## src/rtl/core/mexp_pkg.sv

```systemverilog
`timescale 1ns / 1ps
`default_nettype none
package mexp_pkg;

    localparam int unsigned FIELD_BITS = 63;

    typedef struct packed {
        logic                  operation;
        logic [FIELD_BITS-1:0] base_value;
        logic [FIELD_BITS-1:0] exponent_value;
        logic [FIELD_BITS-1:0] modulus_value;
    } t_req;

    typedef struct packed {
        logic [FIELD_BITS-1:0] power_result;
        logic                  is_residue;
    } t_rsp;

    typedef enum logic [1:0] {
        MUL_SQUARE = 2'b01,
        MUL_BASE   = 2'b10
    } t_mul_sel;

    // Datapath commands from the controller.
    typedef struct packed {
        logic     load;
        logic     red_start;
        logic     red_step;
        logic     prep_done;
        logic     mul_start;
        t_mul_sel mul_sel;
        logic     mul_step;
        logic     mul_done;
        logic     bit_next;
    } t_cmd;

    // Datapath status to the controller.
    typedef struct packed {
        logic trivial;
        logic red_last;
        logic mul_last;
        logic exp_bit;
        logic bit_last;
    } t_sts;

endpackage
`default_nettype wire

```

## src/rtl/core/mexp_dp.sv

```systemverilog
`timescale 1ns / 1ps
`default_nettype none
module mexp_dp #(
    parameter int unsigned OPERAND_BITS = 63
) (
    input  wire logic           i_clk,
    input  wire mexp_pkg::t_req i_req,
    input  wire mexp_pkg::t_cmd i_cmd,
    output mexp_pkg::t_sts      o_sts,
    output mexp_pkg::t_rsp      o_rsp
);

    localparam int unsigned W  = OPERAND_BITS;
    localparam int unsigned CW = $clog2(W + 1);
    localparam int unsigned BW = $clog2(W);

    logic [W-1:0]  r_m, r_e, r_b, r_acc, r_x, r_y, r_p;
    logic [W-1:0]  r_red;
    logic [W-1:0]  r_rbase;
    logic          r_op, r_trivial, r_tres, r_m2;
    logic [CW-1:0] r_cnt;
    logic [BW-1:0] r_bit;

    // Operands masked to the configured width.
    logic [W-1:0] w_base, w_exp, w_mod, w_em1;
    assign w_base = i_req.base_value[W-1:0];
    assign w_mod  = i_req.modulus_value[W-1:0];
    assign w_em1  = (w_mod - W'(1)) >> 1;
    assign w_exp  = i_req.operation ? w_em1 : i_req.exponent_value[W-1:0];

    // One shift-subtract step of a restoring remainder, one step of
    // shift-add modular multiply; both in W+1 bits to keep the carry.
    logic [W:0] w_rsh, w_psh, w_pad, w_msh;
    logic [W-1:0] w_p1, w_p2, w_red_nx;
    assign w_rsh    = {r_red, r_rbase[W-1]};
    assign w_red_nx = (w_rsh >= w_msh) ? W'(w_rsh - w_msh) : w_rsh[W-1:0];
    assign w_msh    = {1'b0, r_m};
    assign w_psh    = {r_p, 1'b0};
    assign w_p1  = (w_psh >= w_msh) ? W'(w_psh - w_msh) : w_psh[W-1:0];
    assign w_pad = {1'b0, w_p1} + {1'b0, r_x};
    assign w_p2  = r_y[W-1] ? ((w_pad >= w_msh) ? W'(w_pad - w_msh) : w_pad[W-1:0])
                            : w_p1;

    always_ff @(posedge i_clk) begin
        if (i_cmd.load) begin
            r_op    <= i_req.operation;
            r_m     <= w_mod;
            r_e     <= w_exp;
            r_rbase <= w_base;
            r_m2    <= (w_mod == W'(2));
            if (i_req.operation) begin
                r_trivial <= (w_mod == '0) || (w_em1 == '0);
                r_tres    <= (w_mod != '0);
            end else begin
                r_trivial <= (w_exp == '0) || (w_mod == '0);
                r_tres    <= (w_exp == '0);
            end
        end
        if (i_cmd.red_start) begin
            r_red <= '0;
            r_cnt <= CW'(W);
        end
        if (i_cmd.red_step) begin
            r_red   <= w_red_nx;
            r_rbase <= r_rbase << 1;
            r_cnt   <= r_cnt - CW'(1);
        end
        if (i_cmd.prep_done) begin
            // base mod m, or m - (r mod m) for the residue test (may equal m).
            r_b   <= r_op ? W'(r_m - w_red_nx) : w_red_nx;
            r_acc <= (r_m == W'(1)) ? '0 : W'(1);
            r_bit <= BW'(W - 1);
        end
        if (i_cmd.mul_start) begin
            r_p   <= '0;
            r_cnt <= CW'(W);
            r_x   <= i_cmd.prep_done ? ((r_m == W'(1)) ? '0 : W'(1)) : r_acc;
            r_y   <= i_cmd.prep_done ? ((r_m == W'(1)) ? '0 : W'(1)) : r_acc;
        end else if (i_cmd.mul_done && (i_cmd.mul_sel == mexp_pkg::MUL_SQUARE)) begin
            r_p   <= '0;
            r_cnt <= CW'(W);
        end
        if (i_cmd.mul_step && !i_cmd.mul_done) begin
            r_p   <= w_p2;
            r_y   <= r_y << 1;
            r_cnt <= r_cnt - CW'(1);
        end
        if (i_cmd.mul_done) begin
            r_acc <= w_p2;
            // Square leads into acc*b: x = b, y = new acc.
            if (i_cmd.mul_sel == mexp_pkg::MUL_SQUARE) begin
                r_x <= r_b;
                r_y <= w_p2;
                r_p <= '0;
            end
        end
        if (i_cmd.bit_next) begin
            r_bit <= r_bit - BW'(1);
            r_x   <= r_acc;
            r_y   <= r_acc;
        end
    end

    assign o_sts.trivial  = r_trivial;
    assign o_sts.red_last = (r_cnt == CW'(1));
    assign o_sts.mul_last = (r_cnt == CW'(1));
    assign o_sts.exp_bit  = r_e[r_bit];
    assign o_sts.bit_last = (r_bit == '0);

    always_comb begin
        o_rsp = '0;
        if (r_trivial) begin
            o_rsp.power_result = mexp_pkg::FIELD_BITS'(r_tres);
            o_rsp.is_residue   = r_op && r_tres;
        end else begin
            o_rsp.power_result = mexp_pkg::FIELD_BITS'(r_acc);
            o_rsp.is_residue   = r_op && (r_m2 || (r_acc == W'(1)));
        end
    end

    a_mod_stable: assert property (@(posedge i_clk)
        (i_cmd.mul_step && !i_cmd.load) |=> $stable(r_m))
        else $error("modulus moved during multiply");
    a_acc_below: assert property (@(posedge i_clk)
        i_cmd.mul_done |=> (r_acc < r_m) || (r_m == '0))
        else $error("accumulator not reduced");
    a_red_below: assert property (@(posedge i_clk)
        i_cmd.red_step |=> (r_red < r_m) || (r_m == '0))
        else $error("remainder not reduced");

endmodule
`default_nettype wire

```

## config.mk

```make
export PLATFORM = sky130hd
export DESIGN_NAME = mexp_dp
export DESIGN_NICKNAME = d
export VERILOG_FILES = /design/src/rtl/core/mexp_pkg.sv /design/src/rtl/core/mexp_dp.sv
export SDC_FILE = /design/constraint.sdc
export NUM_CORES = 2
export LEC_CHECK = 0
export BUFFER_PORTS_ARGS = -buffer_cell sky130_fd_sc_hd__buf_2
export CAP_MARGIN = 15
export CORE_MARGIN = 3
export CORE_UTILIZATION = 50
export DETAILED_ROUTE_END_ITERATION = 7
export HOLD_SLACK_MARGIN = 0.12
export MAX_ROUTING_LAYER = met4
export PLACE_DENSITY_LB_ADDON = 0.05
export SYNTH_ARGS = -nofsm -noshare
export SYNTH_HDL_FRONTEND = slang
export SYNTH_SLANG_ARGS = --single-unit
```

## constraint.sdc

```tcl
create_clock -name i_clk -period 13 [get_ports i_clk]
set_input_delay 0.65 -clock i_clk [delete_from_list [all_inputs] [get_ports i_clk]]
set_output_delay 0.65 -clock i_clk [all_outputs]
set_load 0.02 [all_outputs]
```

==> impl_metrics.csv <==
group,metric,value,unit
die,dieArea,99700,µm²
clock_network,post_cts_buffers,0,
worst_setup_path,slowest_stage,"nand3_2",
synthesis,ys_ff_latch,583,
timing,final-setup-viol-count,0,
die,rows,112,
worst_setup_path,critPathCaptureType,"flip-flop",
timing,setup_ws,1.49,ns
clock_network,cts_tree,"yes",
synthesis,yosysSeqAreaShare,0.312,
detailed_routing,antenna_left,0,
finish,fin_nets,6435,
timing,period_needed,11.51,ns
clock_network,numCtsBuffers,69,
detailed_routing,drt-initial-drc-count,5194,
timing,fin_worst_skew,0.0306,ns
global_routing,overflow,0,
synthesis,syn_nets,6401,
synthesis,synth-main-ff-cell,"edfxtp_1",
synthesis,synth-edff-count,330,
die,io_pins,270,
worst_setup_path,cp-start-kind,"flip-flop",
detailed_routing,first_pass_iters,5,
synthesis,syn-cell-area,48000,µm²
run,drv_cap,0,
synthesis,synth_top_area_frac,0.207,
die,die_h,316,µm
global_routing,antenna_found_initial,7,
timing,finalMaxSlewViolations,0,
clock_network,cts_sinks,583,
synthesis,syn_inst,5876,
timing,finalCritPeriodShare,0.885,
detailed_routing,route.detailed.drc,0,
timing,hold_viol,0,
worst_setup_path,setup.worst_path.class,"flip-flop to flip-flop",
global_routing,first_global_vias,42904,
clock_network,htreeDepth,3,
timing,fin_setup_tns,0,ns
worst_setup_path,path_max_fanout,55,
worst_setup_path,crit_required,13.49,ns
worst_setup_path,critical_path.top_delay_family,"compound AO/OA/AOI/OAI gates",
timing,timing.hold.ws,0.247,ns
timing,rsz0062_at_grt,"false",
synthesis,synth.distinct_cells,96,
detailed_routing,routed_wirelength,191000,µm
clock_network,ctsHoldBuffers,0,
die,die_x,316,µm
clock_network,cts_max_path_buffers,3,
outcome,status,"complete, no violations",
clock_network,root_buffer,"clkbuf_16",
worst_setup_path,arrival,12.00,ns
timing,clock.fmax,86.9,MHz
die,core,94200,µm²
timing,max_slew_margin,0.131,
clock_network,cts.clk_slew.worst_paths,0.06,ns
die,initial_core_util,0.509,
worst_setup_path,slowest_delay,0.79,ns
placement,portBuffers,269,
finish,drive_gt1_frac,0.0901,
finish,area_delta_synth_final,8.89,%
clock_network,cts.repair.resized,0,
synthesis,yosys_warnings,0,
synthesis,synth-async-reset-ratio,0,
placement,gp_congestion,1.05,
detailed_routing,routed_via_density,6.50,
detailed_routing,vias,46900,
placement,dp.final_hpwl,148000,µm
synthesis,syn_avg_cell_area,8.16,µm²
detailed_routing,wire_per_inst,26.4,µm
clock_network,clock_latency,0.67,ns
worst_setup_path,path_buf_inv,3,
worst_setup_path,reg2reg_slack,1.49,ns
placement,pre_cts_ws,2.01,ns
worst_hold_path,hold_class,"input pin to flip-flop",
finish,utilization,0.555,
global_routing,grt_max_degree,102,
finish,nFillCells,9014,
timing,worst_pin_slew,1.29,ns
global_routing,track_usage,0.382,
synthesis,synthTopCellsByArea,"edfxtp_1 21%, dfxtp_1 11%, ha_1 8.3%",
synthesis,yosys.area.top_type,"edfxtp_1",
global_routing,grt_pass1_wl,277000,µm
## cells in the mapped netlist, types with 12 or more instances
cell,number
clkbuf_1,299
buf_1,12
o21ai_1,136
a21oi_1,627
or3_1,37
nand3_1,103
o221ai_1,39
a22o_1,94
and2_1,34
nand2b_1,42
dfxtp_1,253
o21bai_1,78
o211ai_1,37
nor3b_1,15
or4_1,12
nand2_1,559
nand4_1,99
o31ai_1,42
a2111oi_0,14
mux2_2,36
buf_2,44
ha_1,319
xnor2_1,197
a221o_1,35
o21a_1,53
nor4_1,83
and3_1,108
nor3_1,96
a211oi_1,45
a21boi_0,17
nor2_1,559
and4_1,15
edfxtp_1,330
mux2i_1,184
nor2b_1,136
a21o_1,150
a31oi_1,76
o22ai_1,14
inv_1,190
o21ai_0,301
xor2_1,125
## state kept, by name, summed over array words and instances, names as in the netlist
signal	count
r_cnt	6
r_b	63
r_acc	63
r_rbase	63
r_red	63
r_p	63
r_bit	6
r_trivial	1
r_e	63
r_op	1
r_m2	1
r_x	63
r_y	63
r_tres	1
r_m	63
## cell type report
class                   count  area [µm²]  share of cell area
repair buffers            324        1780              0.0341
well taps                1254        1570              0.0300
multi-input cells        4736       30900               0.591
clock inverters            35         397             0.00759
diodes                      3        7.51            0.000144
clock buffers              88        1880              0.0360
inverters                 196         737              0.0141
flip-flops and latches    583       15000               0.287
## layer usage
layer  routed length (µm)  global-route usage
met1                82800               0.528
met2                79100               0.544
met3                21000              0.0855
met4                 7820               0.144
met5                    0                   -
## worst paths after layout
check	from	to	cells after the start
setup / recovery	r_m[2]$_DFFE_PP_	r_y[37]$_DFF_P_	31
hold reg to reg	r_p[57]$_DFF_P_	r_p[57]$_DFF_P_	2
hold / removal	i_req[54]	r_m[54]$_DFFE_PP_	1
setup reg to reg	r_m[2]$_DFFE_PP_	r_y[37]$_DFF_P_	31
## cell families after synthesis
logic type	share of synthesized area
compound gates	0.249
flops	0.312
mux	0.0518
buf+inv	0.0454
fa+ha+maj	0.0853
simple gates	0.197
xor+xnor	0.0588
## stage by stage
stage	std cells	cell area, µm²
finish	7219	52200
global route	7218	52200
CTS	7216	52200
detailed placement	7093	49900
global placement	7092	49900
floorplan	5876	48000
## layout by cell type (no fill, tap or decap), types with 76 or more instances in the layout
cell	synthesis	layout
a21o_1	150	150
a21oi_1	627	627
a22o_1	94	94
a31oi_1	76	76
and3_1	108	107
buf_2	44	266
dfxtp_1	253	252
edfxtp_1	330	330
ha_1	319	319
inv_1	190	184
mux2i_1	184	184
nand2_1	559	558
nand3_1	103	102
nand4_1	99	99
nor2_1	559	556
nor2b_1	136	134
nor3_1	96	96
nor4_1	83	83
o21ai_0	301	301
o21ai_1	136	136
o21bai_1	78	78
xnor2_1	197	197
xor2_1	125	125
Power is not shown: default switching activity piles up to over one toggle a cycle in this logic, so the estimate is an artifact.
